File: src/rtl/windowed_integral_ratio_detector_top_defines.svh
// Assertion macros shared by the windowed integral ratio detector RTL.
`ifndef WINDOWED_INTEGRAL_RATIO_DETECTOR_TOP_DEFINES_SVH
`define WINDOWED_INTEGRAL_RATIO_DETECTOR_TOP_DEFINES_SVH

// The consequent must hold in the same cycle as the antecedent.
`define WIR_ASSERT_SAME(label, clk, rst, ante, cons) \
   label: assert property (@(posedge clk) disable iff (rst) (ante) |-> (cons)) \
      else $error("windowed integral ratio detector: same-cycle check failed");

// The consequent must hold in the cycle after the antecedent.
`define WIR_ASSERT_NEXT(label, clk, rst, ante, cons) \
   label: assert property (@(posedge clk) disable iff (rst) (ante) |=> (cons)) \
      else $error("windowed integral ratio detector: next-cycle check failed");

`endif

File: src/rtl/wir_pkg.sv
// Package with the shared constants and types of the windowed integral ratio detector.
`default_nettype none

package wir_pkg;

   // Default sizes of the design.
   localparam int DEF_WINDOW_DEPTH = 16;
   localparam int DEF_SAMPLE_BITS  = 10;
   localparam int DEF_TIME_BITS    = 32;

   // Configuration port.
   localparam int CSR_INDEX_BITS = 2;
   localparam int CSR_DATA_BITS  = 16;
   localparam int WL_BITS        = 4;
   localparam int AMP_BITS       = 16;
   localparam logic [AMP_BITS-1:0] AMP_RESET = 16'd256;

   localparam logic [CSR_INDEX_BITS-1:0] CSR_WINDOW_LENGTH = 2'd0;
   localparam logic [CSR_INDEX_BITS-1:0] CSR_AMPLIFICATION = 2'd1;

   // Shared multiply-accumulate unit.
   localparam int MUL_A_BITS = 16;
   localparam int MUL_B_BITS = 32;
   localparam int PROD_BITS  = MUL_A_BITS + MUL_B_BITS;
   localparam int ACC_BITS   = PROD_BITS + MUL_B_BITS;

   typedef struct packed {
      logic go;      // accumulate this cycle
      logic clear;   // start from zero instead of the accumulator
      logic hi;      // product weighted by 2^32
   } mac_ctl_type;

endpackage

`default_nettype wire

File: src/rtl/wir_ifs.sv
// Valid/ready channel interfaces for the sample input and the detection result.
`default_nettype none

interface wir_req_if
   import wir_pkg::*;
#(
   parameter int SAMPLE_BITS = DEF_SAMPLE_BITS,
   parameter int TIME_BITS   = DEF_TIME_BITS
);
   logic                   valid;
   logic                   ready;
   logic [SAMPLE_BITS-1:0] brightness;
   logic [TIME_BITS-1:0]   sample_time;

   modport source (output valid, output brightness, output sample_time, input ready);
   modport sink (input valid, input brightness, input sample_time, output ready);
endinterface

interface wir_rsp_if;
   logic valid;
   logic ready;
   logic detected;

   modport source (output valid, output detected, input ready);
   modport sink (input valid, input detected, output ready);
endinterface

`default_nettype wire

File: src/rtl/wir_win_mem.sv
// Circular window store holding one sample and its timestamp per entry.
`default_nettype none

module wir_win_mem
   import wir_pkg::*;
#(
   parameter int DEPTH = DEF_WINDOW_DEPTH,
   parameter int WIDTH = DEF_SAMPLE_BITS + DEF_TIME_BITS
) (
   input  wire logic                     clock,
   input  wire logic                     wr_en,
   input  wire logic [$clog2(DEPTH)-1:0] wr_addr,
   input  wire logic [WIDTH-1:0]         wr_data,
   input  wire logic [$clog2(DEPTH)-1:0] rd_addr,
   output      logic [WIDTH-1:0]         rd_data
);

   logic [WIDTH-1:0] mem [DEPTH];
   logic [WIDTH-1:0] rd_data_ff;

   always_ff @(posedge clock) begin
      if (wr_en) begin
         mem[wr_addr] <= wr_data;
      end
   end

   always_ff @(posedge clock) begin
      rd_data_ff <= mem[rd_addr];
   end

   assign rd_data = rd_data_ff;

endmodule

`default_nettype wire

File: src/rtl/wir_mac.sv
// Shared multiply-accumulate unit used for the window integral and the threshold product.
`default_nettype none

module wir_mac
   import wir_pkg::*;
(
   input  wire logic                  clock,
   input  wire mac_ctl_type           ctl,
   input  wire logic [MUL_A_BITS-1:0] op_a,
   input  wire logic [MUL_B_BITS-1:0] op_b,
   output      logic [ACC_BITS-1:0]   acc
);

   logic [ACC_BITS-1:0]  acc_ff;
   logic [ACC_BITS-1:0]  acc_in;
   logic [PROD_BITS-1:0] prod;
   logic [ACC_BITS-1:0]  addend;
   logic [ACC_BITS-1:0]  base;

   always_comb begin
      prod = op_a * op_b;
      if (ctl.hi) begin
         addend = {prod, {MUL_B_BITS{1'b0}}};
      end else begin
         addend = {{MUL_B_BITS{1'b0}}, prod};
      end
      base   = ctl.clear ? '0 : acc_ff;
      acc_in = ctl.go ? (base + addend) : acc_ff;
   end

   always_ff @(posedge clock) begin
      acc_ff <= acc_in;
   end

   assign acc = acc_ff;

endmodule

`default_nettype wire

File: src/rtl/windowed_integral_ratio_detector_top.sv
// Top level of the windowed integral ratio detector: sequencer, window store and shared MAC.
`default_nettype none
`include "windowed_integral_ratio_detector_top_defines.svh"

// Usage
// The req_bus channel carries one brightness sample and its timestamp per beat; the
// rsp_bus channel returns exactly one beat per sample, holding the detected flag.
// Both are valid/ready channels; a beat moves when valid and ready are high together.
// The csr_ port writes window_length (index 0) or amplification (index 1); any such
// write clears the window, the fill position and the running minimum. Writes are only
// to be made while the block is idle.
// Timing: req_bus.ready is high only while the sequencer is idle. When the new sample is
// the only one in the window, the sequencer goes straight to writing the result, with
// the flag clear. Otherwise the single shared multiplier walks the window (p intervals,
// p up to window_length) one entry per cycle; while the window is filling the flag is
// then clear, and once it is full the multiplier forms amplification times the minimum
// in two 16 by 32 bit passes before the final compare. The next sample can be taken
// once the result is written.
// The result sits in its own output register, so a stalled receiver only holds the
// sequencer once a second result is ready to be written over an untaken one.
// Reset is synchronous and active high; it restores the register defaults (window_length
// 0, amplification 1.0 in Q8.8) and empties the window, which is never read unwritten.
module windowed_integral_ratio_detector_top
   import wir_pkg::*;
#(
   parameter int WINDOW_DEPTH = DEF_WINDOW_DEPTH,
   parameter int SAMPLE_BITS  = DEF_SAMPLE_BITS,
   parameter int TIME_BITS    = DEF_TIME_BITS
) (
   input  wire logic                      clock,
   input  wire logic                      reset,
   wir_req_if.sink                        req_bus,
   wir_rsp_if.source                      rsp_bus,
   input  wire logic                      csr_we,
   input  wire logic [CSR_INDEX_BITS-1:0] csr_index,
   input  wire logic [CSR_DATA_BITS-1:0]  csr_wdata
);

   localparam int POS_BITS      = $clog2(WINDOW_DEPTH);
   localparam int ENTRY_BITS    = SAMPLE_BITS + TIME_BITS;
   localparam int INTEGRAL_BITS = SAMPLE_BITS + TIME_BITS + 4;
   localparam int MIN_PAD_BITS  = 2 * MUL_B_BITS;

   localparam logic [POS_BITS-1:0] LAST_POS   = POS_BITS'(WINDOW_DEPTH - 1);
   localparam logic [POS_BITS:0]   DEPTH_WIDE = (POS_BITS + 1)'(WINDOW_DEPTH);

   typedef enum logic [8:0] {
      ST_IDLE     = 9'b000000001,
      ST_FETCH    = 9'b000000010,
      ST_ACCUM    = 9'b000000100,
      ST_DRAIN    = 9'b000001000,
      ST_MINUP    = 9'b000010000,
      ST_SCALE_LO = 9'b000100000,
      ST_SCALE_HI = 9'b001000000,
      ST_DECIDE   = 9'b010000000,
      ST_DONE     = 9'b100000000
   } state_type;

   // Control state.
   state_type              state_ff, state_in;
   logic [WL_BITS-1:0]     wl_ff, wl_in;
   logic [AMP_BITS-1:0]    amp_ff, amp_in;
   logic [POS_BITS-1:0]    fill_ff, fill_in;
   logic [POS_BITS-1:0]    base_ff, base_in;
   logic [INTEGRAL_BITS-1:0] min_ff, min_in;
   logic                   rsp_valid_ff, rsp_valid_in;
   mac_ctl_type            ctl_ff, ctl_in;

   // Per-item working registers.
   logic [POS_BITS-1:0]      pos_ff, pos_in;
   logic                     full_ff, full_in;
   logic [POS_BITS-1:0]      k_ff, k_in;
   logic [POS_BITS-1:0]      phys_ff, phys_in;
   logic [TIME_BITS-1:0]     prev_t_ff, prev_t_in;
   logic [MUL_A_BITS-1:0]    op_a_ff, op_a_in;
   logic [MUL_B_BITS-1:0]    op_b_ff, op_b_in;
   logic [INTEGRAL_BITS-1:0] integral_ff, integral_in;
   logic                     hit_ff, hit_in;
   logic                     rsp_det_ff, rsp_det_in;

   // Combinational helpers.
   logic [POS_BITS-1:0]      len;
   logic [POS_BITS-1:0]      pos;
   logic [POS_BITS:0]        wr_sum;
   logic                     mem_we;
   logic [POS_BITS-1:0]      mem_waddr;
   logic [ENTRY_BITS-1:0]    mem_wdata;
   logic [ENTRY_BITS-1:0]    mem_rdata;
   logic [SAMPLE_BITS-1:0]   rd_sample;
   logic [TIME_BITS-1:0]     rd_time;
   logic [TIME_BITS-1:0]     dt;
   logic [ACC_BITS-1:0]      acc;
   logic [INTEGRAL_BITS-1:0] new_integral;
   logic [INTEGRAL_BITS-1:0] new_min;
   logic [MIN_PAD_BITS-1:0]  new_min_pad;
   logic [MIN_PAD_BITS-1:0]  min_pad;
   logic [ACC_BITS-1:0]      scaled_integral;
   logic                     req_fire;
   logic                     rsp_free;
   logic                     csr_clear;

   function automatic logic [POS_BITS-1:0] next_ptr(input logic [POS_BITS-1:0] p);
      return (p == LAST_POS) ? '0 : p + 1'b1;
   endfunction

   wir_win_mem #(
      .DEPTH (WINDOW_DEPTH),
      .WIDTH (ENTRY_BITS)
   ) u_win_mem (
      .clock   (clock),
      .wr_en   (mem_we),
      .wr_addr (mem_waddr),
      .wr_data (mem_wdata),
      .rd_addr (phys_ff),
      .rd_data (mem_rdata)
   );

   wir_mac u_mac (
      .clock (clock),
      .ctl   (ctl_ff),
      .op_a  (op_a_ff),
      .op_b  (op_b_ff),
      .acc   (acc)
   );

   assign req_fire         = req_bus.valid && req_bus.ready;
   assign rsp_free         = !rsp_valid_ff || rsp_bus.ready;
   assign req_bus.ready    = (state_ff == ST_IDLE);
   assign rsp_bus.valid    = rsp_valid_ff;
   assign rsp_bus.detected = rsp_det_ff;

   always_comb begin
      // The effective window length is clamped to what the store can hold.
      if (32'(wl_ff) > 32'(WINDOW_DEPTH - 1)) begin
         len = LAST_POS;
      end else begin
         len = POS_BITS'(wl_ff);
      end
      pos = (fill_ff > len) ? len : fill_ff;

      // Physical slot of the new sample: base plus position, wrapped once.
      wr_sum = {1'b0, base_ff} + {1'b0, pos};
      if (wr_sum >= DEPTH_WIDE) begin
         mem_waddr = POS_BITS'(wr_sum - DEPTH_WIDE);
      end else begin
         mem_waddr = wr_sum[POS_BITS-1:0];
      end
      mem_we    = req_fire;
      mem_wdata = {req_bus.brightness, req_bus.sample_time};

      rd_sample = mem_rdata[ENTRY_BITS-1:TIME_BITS];
      rd_time   = mem_rdata[TIME_BITS-1:0];
      dt        = rd_time - prev_t_ff;

      new_integral    = acc[INTEGRAL_BITS-1:0];
      new_min         = (new_integral < min_ff) ? new_integral : min_ff;
      new_min_pad     = MIN_PAD_BITS'(new_min);
      min_pad         = MIN_PAD_BITS'(min_ff);
      scaled_integral = ACC_BITS'({integral_ff, 8'b0});

      state_in     = state_ff;
      wl_in        = wl_ff;
      amp_in       = amp_ff;
      fill_in      = fill_ff;
      base_in      = base_ff;
      min_in       = min_ff;
      rsp_valid_in = rsp_valid_ff && !rsp_bus.ready;
      rsp_det_in   = rsp_det_ff;
      ctl_in       = '0;
      pos_in       = pos_ff;
      full_in      = full_ff;
      k_in         = k_ff;
      phys_in      = phys_ff;
      prev_t_in    = prev_t_ff;
      op_a_in      = op_a_ff;
      op_b_in      = op_b_ff;
      integral_in  = integral_ff;
      hit_in       = hit_ff;

      case (state_ff)
         ST_IDLE: begin
            if (req_fire) begin
               pos_in  = pos;
               full_in = (pos == len);
               k_in    = '0;
               phys_in = base_ff;
               // A full window slides by advancing the circular base.
               if (pos == len) begin
                  base_in = next_ptr(base_ff);
                  fill_in = pos;
               end else begin
                  fill_in = pos + 1'b1;
               end
               if (pos == '0) begin
                  hit_in   = 1'b0;
                  state_in = ST_DONE;
               end else begin
                  state_in = ST_FETCH;
               end
            end
         end
         ST_FETCH: begin
            // Entry 0 is being read; its data arrives in the first accumulate cycle.
            phys_in  = next_ptr(phys_ff);
            state_in = ST_ACCUM;
         end
         ST_ACCUM: begin
            // Read data holds window entry k; the read of entry k+1 is under way.
            prev_t_in = rd_time;
            if (k_ff != '0) begin
               op_a_in      = MUL_A_BITS'(rd_sample);
               op_b_in      = MUL_B_BITS'(dt);
               ctl_in.go    = 1'b1;
               ctl_in.clear = (k_ff == POS_BITS'(1));
            end
            phys_in = next_ptr(phys_ff);
            k_in    = k_ff + 1'b1;
            if (k_ff == pos_ff) begin
               state_in = ST_DRAIN;
            end
         end
         ST_DRAIN: begin
            state_in = ST_MINUP;
         end
         ST_MINUP: begin
            integral_in = new_integral;
            min_in      = new_min;
            if (full_ff) begin
               op_a_in      = amp_ff;
               op_b_in      = new_min_pad[MUL_B_BITS-1:0];
               ctl_in.go    = 1'b1;
               ctl_in.clear = 1'b1;
               state_in     = ST_SCALE_LO;
            end else begin
               hit_in   = 1'b0;
               state_in = ST_DONE;
            end
         end
         ST_SCALE_LO: begin
            op_b_in   = min_pad[MIN_PAD_BITS-1:MUL_B_BITS];
            ctl_in.go = 1'b1;
            ctl_in.hi = 1'b1;
            state_in  = ST_SCALE_HI;
         end
         ST_SCALE_HI: begin
            state_in = ST_DECIDE;
         end
         ST_DECIDE: begin
            // The accumulator now holds amplification times the minimum.
            hit_in   = (min_ff != '0) && (scaled_integral > acc);
            state_in = ST_DONE;
         end
         ST_DONE: begin
            if (rsp_free) begin
               rsp_valid_in = 1'b1;
               rsp_det_in   = hit_ff;
               state_in     = ST_IDLE;
            end
         end
         default: begin
            state_in = ST_IDLE;
         end
      endcase

      // Register writes; a write to either listed register empties the window.
      csr_clear = 1'b0;
      if (csr_we) begin
         case (csr_index)
            CSR_WINDOW_LENGTH: begin
               wl_in     = csr_wdata[WL_BITS-1:0];
               csr_clear = 1'b1;
            end
            CSR_AMPLIFICATION: begin
               amp_in    = csr_wdata[AMP_BITS-1:0];
               csr_clear = 1'b1;
            end
            default: begin
               csr_clear = 1'b0;
            end
         endcase
      end
      if (csr_clear) begin
         fill_in = '0;
         base_in = '0;
         min_in  = '1;
      end
   end

   always_ff @(posedge clock) begin
      if (reset) begin
         state_ff     <= ST_IDLE;
         wl_ff        <= '0;
         amp_ff       <= AMP_RESET;
         fill_ff      <= '0;
         base_ff      <= '0;
         min_ff       <= '1;
         rsp_valid_ff <= 1'b0;
         ctl_ff       <= '0;
      end else begin
         state_ff     <= state_in;
         wl_ff        <= wl_in;
         amp_ff       <= amp_in;
         fill_ff      <= fill_in;
         base_ff      <= base_in;
         min_ff       <= min_in;
         rsp_valid_ff <= rsp_valid_in;
         ctl_ff       <= ctl_in;
      end
   end

   always_ff @(posedge clock) begin
      pos_ff      <= pos_in;
      full_ff     <= full_in;
      k_ff        <= k_in;
      phys_ff     <= phys_in;
      prev_t_ff   <= prev_t_in;
      op_a_ff     <= op_a_in;
      op_b_ff     <= op_b_in;
      integral_ff <= integral_in;
      hit_ff      <= hit_in;
      rsp_det_ff  <= rsp_det_in;
   end

   // The fill position never runs past the effective window length.
   `WIR_ASSERT_SAME(a_fill_in_window, clock, reset, 1'b1, fill_ff <= len)
   // An accepted sample keeps the sequencer busy in the following cycle.
   `WIR_ASSERT_NEXT(a_busy_after_accept, clock, reset, req_fire, !req_bus.ready)
   // Without a register write the running minimum can only fall.
   `WIR_ASSERT_NEXT(a_min_never_rises, clock, reset, !csr_we, min_ff <= $past(min_ff))

endmodule

`default_nettype wire

File: src/flat_wrapper.sv
// flat-port wrapper written by rule: the top's interface ports become plain ports
module windowed_integral_ratio_detector_top_flat import wir_pkg::*;
#(
   parameter int WINDOW_DEPTH = DEF_WINDOW_DEPTH,
   parameter int SAMPLE_BITS  = DEF_SAMPLE_BITS,
   parameter int TIME_BITS    = DEF_TIME_BITS
)
  (clock, reset, csr_we, csr_index, csr_wdata, req_bus_valid, req_bus_brightness, req_bus_sample_time, req_bus_ready, rsp_bus_valid, rsp_bus_detected, rsp_bus_ready);
  wir_req_if #(.SAMPLE_BITS(SAMPLE_BITS), .TIME_BITS(TIME_BITS)) req_bus_i ();
  wir_rsp_if rsp_bus_i ();
  input  wire logic clock;
  input  wire logic reset;
  input  wire logic csr_we;
  input  wire logic [CSR_INDEX_BITS-1:0] csr_index;
  input  wire logic [CSR_DATA_BITS-1:0] csr_wdata;
  input wire logic [$bits(req_bus_i.valid)-1:0] req_bus_valid;
  input wire logic [$bits(req_bus_i.brightness)-1:0] req_bus_brightness;
  input wire logic [$bits(req_bus_i.sample_time)-1:0] req_bus_sample_time;
  output wire logic [$bits(req_bus_i.ready)-1:0] req_bus_ready;
  output wire logic [$bits(rsp_bus_i.valid)-1:0] rsp_bus_valid;
  output wire logic [$bits(rsp_bus_i.detected)-1:0] rsp_bus_detected;
  input wire logic [$bits(rsp_bus_i.ready)-1:0] rsp_bus_ready;
  assign req_bus_i.valid = req_bus_valid;
  assign req_bus_i.brightness = req_bus_brightness;
  assign req_bus_i.sample_time = req_bus_sample_time;
  assign req_bus_ready = req_bus_i.ready;
  assign rsp_bus_valid = rsp_bus_i.valid;
  assign rsp_bus_detected = rsp_bus_i.detected;
  assign rsp_bus_i.ready = rsp_bus_ready;
  windowed_integral_ratio_detector_top #(.WINDOW_DEPTH(WINDOW_DEPTH), .SAMPLE_BITS(SAMPLE_BITS), .TIME_BITS(TIME_BITS)) u_core (.clock(clock), .reset(reset), .req_bus(req_bus_i), .rsp_bus(rsp_bus_i), .csr_we(csr_we), .csr_index(csr_index), .csr_wdata(csr_wdata));
endmodule
File: config.mk
export PLATFORM = sky130hd
export DESIGN_NAME = windowed_integral_ratio_detector_top_flat
export DESIGN_NICKNAME = d
export VERILOG_FILES = /design/src/rtl/wir_pkg.sv /design/src/rtl/wir_ifs.sv /design/src/rtl/wir_win_mem.sv /design/src/rtl/wir_mac.sv /design/src/rtl/windowed_integral_ratio_detector_top.sv /design/src/flat_wrapper.sv
export VERILOG_INCLUDE_DIRS = /design/src /design/src/rtl
export SDC_FILE = /design/constraint.sdc
export NUM_CORES = 2
export LEC_CHECK = 0
export ABC_CLOCK_PERIOD_IN_PS = 9700
export BUFFER_PORTS_ARGS = -buffer_cell sky130_fd_sc_hd__buf_2
export CORE_MARGIN = 8
export CORE_UTILIZATION = 28
export CTS_CLUSTER_SIZE = 28
export DETAILED_ROUTE_END_ITERATION = 10
export PLACE_DENSITY_LB_ADDON = 0.25
export SYNTH_ARGS = -nofsm -noshare
export SYNTH_HDL_FRONTEND = slang
export SYNTH_SLANG_ARGS = --single-unit
export TNS_END_PERCENT = 1
File: constraint.sdc
create_clock -name clock -period 9.7 [get_ports clock]
set_clock_uncertainty 0.05 [all_clocks]
set_input_delay 0 -clock clock [delete_from_list [all_inputs] [get_ports clock]]
set_output_delay 0 -clock clock [all_outputs]
set_load 0.01 [all_outputs]
-- After elaboration in Yosys (flattened, before gate mapping)
Memory sizes are Yosys's and may differ from the RTL's. A register that Yosys moved wholly into a read port is not among the register bits.
Cells that the tools add are included.
- flip-flop bits (word level): 308
- bits in latches: 0
- bits in writable memories: 672
- memory bits (read-only): 0
- input port bits: 65
- output and inout bits: 3
- memories: 1
- memory list (memory ; depth ; bits a word ; rd ports ; clocked after memory_dff ; write ports ; RTL line ; source):
    u_core.u_win_mem.mem ; 16 ; 42 ; 1 ; 1 ; 1 ; wir_win_mem.sv:18 ; logic [WIDTH-1:0] mem [DEPTH];
- add/subtract/negate cells: 8
- $mul: 1
- divide/modulo/power cells: 0
- order comparisons: 4
- equality and inequality tests: 22
- shift operators: 0
- muxes and demuxes: 39
- bitwise gates (word level): 0
- reductions and logical operators: 30
- operators by type and width (kind ; count):
    $mux W80 ; 2
    $mux W32 ; 3
    $pmux W32 S3 ; 1
    $pmux W9 S9 ; 1
    $add A80 B80 Y80 ; 1
    $gt A54 B80 Y1 ; 1
    $mul A16 B32 Y48 ; 1
    $lt A46 B46 Y1 ; 1
    $reduce_bool A46 Y1 ; 1
    $mux W9 ; 5
    $mux W16 ; 2
    $pmux W16 S2 ; 1
    $sub A32 B32 Y32 ; 1
    $mux W4 ; 7
    $add A4 B1 Y4 const B ; 4
    $pmux W4 S2 ; 2
    $reduce_and A2 Y1 ; 7
    $reduce_and A3 Y1 ; 4
    $mux W1 ; 10
    $eq A9 B1 Y1 const B ; 1
    $eq A9 B2 Y1 const B ; 1
    $eq A9 B3 Y1 const B ; 1
    $eq A9 B4 Y1 const B ; 1
    $eq A9 B5 Y1 const B ; 1
    other kinds (27) ; 44

-- Depth between registers and ports, before layout
- word-level depth: 6
- mapped depth: 38
- depth with buffers taken out: 35

-- Modules after synthesis
From an unflattened synthesis, not the netlist that was laid out.
- cell total of the unflattened synthesis: 5400
- area total of the unflattened synthesis: 64126.5 sq um
- modules (own cells, without submodules) (module ; times used ; cells an instance ; area each (sq um)):
    wir_win_mem ; 1 ; 1092 ; 26057.5
    wir_mac ; 1 ; 2954 ; 24850.1
    windowed_integral_ratio_detector_top ; 1 ; 1354 ; 13218.9

-- Worst setup path before layout
No wires, ideal clock.
- path type: register to register
- start point: reg u_core.op_b_ff[22]
- end point: reg u_core.u_mac.acc_ff[78] (netlist: u_core.u_mac.acc[78]), data pin
- library setup time: 260 ps
- arrival: 8319 ps
- required time: 9390 ps
- path slack: 1070 ps
- stages on the path, launching flop included: 37
- buffers on the path: 3
- period minus slack after synthesis: 8630 ps
- cells stage by stage: edfxtp_1 clkbuf_1 and2_1 fa_1 inv_1 fa_1 fa_1 inv_1 fa_1 fa_1 inv_1 fa_1 inv_1 ha_1 a21o_2 a221o_1 a21o_1 nor2_2 o211ai_1 and3b_1 buf_6 a21oi_1 o21ai_1 xor2_1 mux2_2 ha_1 buf_2 and4_1 and3_1 nand2_1 nor3b_1 o41ai_2 o211a_1 o22a_2 a31oi_2 a311oi_2 xnor2_1
- longest elaborated chain between the ends: 3
- ends and longest elaborated chain (item ; RTL line ; source):
    start: declaration ; windowed_integral_ratio_detector_top.sv:76 ; logic [MUL_B_BITS-1:0] op_b_ff, op_b_in;
    start signal: assignment ; windowed_integral_ratio_detector_top.sv:318 ; op_b_ff <= op_b_in;
    $mul A16 B32 Y48 ; wir_mac.sv:21 ; prod = op_a * op_b;
    $mux W80 ; wir_mac.sv:22 ; if (ctl.hi) begin
    $add A80 B80 Y80 ; wir_mac.sv:28 ; acc_in = ctl.go ? (base + addend) : acc_ff;
    end signal: assignment ; wir_mac.sv:32 ; acc_ff <= acc_in;
    end: declaration ; wir_mac.sv:14 ; logic [ACC_BITS-1:0] acc_ff;
No other way between the ends.
A chain may end at the register's enable or synchronous reset.

-- Final worst setup path
Ends and elaborated chain as after synthesis.

==> results.py <==
metrics = {
    "grt": {
        "grtUsageTotal_pct": 14.55,
        "grt_pass1_vias": 42160,
        "grt_max_degree": 129,
        "grt-ovfl-total": 0,
        "grt_pass1_wl_um": 272600,
        "antenna_found_initial": 21,
    },
    "routing": {
        "drtAntennaViolNets": 0,
        "first_pass_iters": 5,
        "drc": 0,
        "drt_iter0_drc": 2935,
        "avgViaCountPerCell": 4.761,
        "wl_um": 179500,
        "dr_total_vias": 40500,
        "wire_per_inst_um": 21.10,
    },
    "yosys": {
        "synth-edff-count": 893,
        "synthTopCellsByArea": "edfxtp_1 42%, fa_1 13%, mux4_2 7.4%",
        "syn_nets": 6001,
        "syn_avg_cell_area_um2": 12.29,
        "ys_types": 97,
        "synth_seq_cells": 1022,
        "ys.flop_type": "edfxtp_1",
        "seq_area_frac_synth_pct": 46.17,
        "async_reset_ff_share_pct": 0,
        "synth_commonest_cells": "893 x edfxtp_1, 642 x inv_1, 526 x nand2_1",
        "yosysMostFrequentCell": "edfxtp_1",
        "syn_inst": 5180,
        "synth_area_um2": 63670,
        "synth_largest_area_cell": "edfxtp_1",
        "synth.top_cell.area_share_pct": 42.12,
        "yosysWarnings": 0,
    },
    "place": {
        "gp_congestion": 0.9244,
        "dp_cells": 8161,
        "place_ws_ns": 0.04643,
        "place_area_um2": 68230,
        "port_buffers": 67,
        "place_hpwl_um": 123900,
    },
    "setup_path": {
        "cpMostUsedCell": "fa_1",
        "worst_ep_arrival_time_ns": 9.92,
        "worst-setup-path-type": "reg2reg",
        "cp.required_ns": 10.11,
        "crit_fanout": 12,
        "critPathMaxStageDelay_ns": 0.84,
        "slowest_stage": "edfxtp_1",
        "critPathCaptureType": "flop",
        "cp-start-kind": "flop",
    },
    "clock_network": {
        "clock_latency_ns": 0.77,
        "clock_tree.root_cell": "clkbuf_16",
        "h-tree-depth": 3,
        "cts_sinks": 1022,
        "clkSlewWorstSetupHoldPaths_ns": 0.06,
        "cts_buffers": 111,
        "cts.path.max_buffers": 3,
        "cts_tree": "yes",
    },
    "layout": {
        "postLayoutCellArea_um2": 73330,
        "n_fill_cell": 22830,
        "syn2layout_area_growth_pct": 15.17,
        "drive_above_1_share_pct": 13.10,
        "fin_nets": 6215,
        "final_cells": 8506,
    },
    "outcome": {
        "status": "finished clean",
    },
    "timing": {
        "worstMarginPinSlew_ns": 1.203,
        "setup_violations": 0,
        "maxClockFrequency_mhz": 105.1,
        "slew_viol_final": 0,
        "hold_viol_final": 0,
        "fin_tns_setup_ns": 0,
        "relSlewSlack_pct": 18.94,
        "post-route-period-util_pct": 98.07,
        "rsz0062_at_grt": "yes",
        "worst_slack_ns": 0.1874,
        "fin_crit_ns": 9.513,
    },
    "floorplan": {
        "io_pins": 68,
        "die_w_um": 492.9,
        "die-area_um2": 242900,
        "rows": 175,
        "dieHeight_um": 492.9,
        "start_util_pct": 28.07,
        "core-area_um2": 226800,
    },
    "pwr": {
        "peakVddDrop_uv": 149.2,
        "powerDensity_nw_per_um2": 171.8,
        "p_total_mw": 12.60,
        "p_leak_nw": 29.01,
    },
    "run": {
        "maxCapViolations": 0,
    },
    "min_path": {
        "hp-class": "in2reg",
    },
}
## timing repair
| action | CTS | global route |
|---|---|---|
| endpoints found under the hold margin | 719 | 0 |
| setup buffers | 0 | 26 |
| hold buffers | 103 | 0 |
| gates resized for setup | 0 | 38 |
| setup endpoints to repair | 0 | 21 |
## layout make-up
| class | count | area (um^2) | area share, % |
|---|---|---|---|
| diodes | 7 | 17.52 | 0.02389 |
| clock buffers | 161 | 3075 | 4.194 |
| clock inverters | 48 | 533.0 | 0.7269 |
| inverters | 643 | 2414 | 3.291 |
| multi-input cells | 3277 | 31210 | 42.56 |
| flip-flops and latches | 1022 | 29400 | 40.10 |
| well taps | 3009 | 3765 | 5.134 |
| repair buffers | 339 | 2914 | 3.974 |
## cells by family after synthesis
family | share of synthesized area [%]
xor gates and xnor gates | 2.352
and+or+nand+nor | 10.30
DFF | 46.17
adders and majority gates | 19.82
AOI/OAI and AO/OA | 7.778
muxes | 8.259
buffers and inverters | 5.321
## layer usage
layer / global-route usage (%) / vias to the layer above / wire length, um
li1: - / 18540 / -
met1: 20.76 / 20790 / 83940
met2: 23.36 / 903 / 82780
met3: 2.005 / 246 / 7785
met4: 3.791 / 12 / 4871
met5: 0 / - / 77
## cells in the final DEF (no fill, tap or decap), types with 23 or more instances in the layout
master,instances
dlygate4sd3_1,103
clkbuf_1,39
mux2i_1,45
nor2b_1,68
xor2_1,62
nor3_1,27
and3_1,25
inv_1,641
a211o_1,47
edfxtp_1,893
nand3_1,40
nand2_1,526
and2_1,262
o21bai_1,23
a21oi_1,196
nor4_1,30
o21ai_0,99
buf_2,67
nand4_1,54
clkbuf_16,111
ha_1,329
buf_4,146
a31oi_1,27
fa_1,420
mux4_2,210
xnor2_1,105
a21o_1,123
dfxtp_1,127
nor2_1,240
## report_power, final
part           internal [mW]  switching [mW]
registers               5.06           0.119
logic                   1.25            2.00
clock network           2.35            1.82
## per-stage QoR
| stage | hold slack (ns) | utilization [%] |
|---|---|---|
| floorplan | 0.04887 | - |
| global placement | 0.1761 | 30.08 |
| detailed placement | 0.1739 | 30.08 |
| CTS | 0.01347 | 32.12 |
| global route | 0.05438 | 32.32 |
| finish | 0.06400 | 32.33 |
## critical path, delay by kind of cell (launching register included)
family                   cells  cell delay [ns]
buffers and inverters        4             0.33
adder cells (fa/ha/maj)      8             3.89
XOR/XNOR                     2             0.34
AND/OR/NAND/NOR             10             1.95
AO/OA/AOI/OAI                8             1.86
flip-flops                   1             0.84
## flip-flops by register name, summed over array words and instances (netlist names), 3 cells and up
| signal | flops |
|---|---|
| u_core.u_mac.acc | 80 |
| u_core.op_b_ff | 32 |
| u_core.amp_ff | 16 |
| u_core.u_win_mem.mem | 672 |
| u_core.min_ff | 46 |
| u_core.state_ff | 9 |
| u_core.ctl_ff | 3 |
| u_core.base_ff | 4 |
| u_core.pos_ff | 4 |
| u_core.u_win_mem.rd_data | 42 |
| u_core.integral_ff | 46 |
| u_core.op_a_ff | 16 |
| u_core.k_ff | 4 |
| u_core.prev_t_ff | 32 |
| u_core.len | 4 |
| u_core.phys_ff | 4 |
| u_core.fill_ff | 4 |
## path summary, 6_finish.rpt
kind,start,to,slack (ns),cells after the start
setup / recovery,u_core.op_b_ff[22],u_core.u_mac.acc[78],0.19,32
hold / removal,csr_wdata[7],u_core.amp_ff[7],0.06,4
setup reg to reg,u_core.op_b_ff[22],u_core.u_mac.acc[78],0.19,32
hold reg to reg,u_core.hit_ff,u_core.rsp_bus.detected,0.38,0
Note: power is estimated with default switching activity, not from simulation.
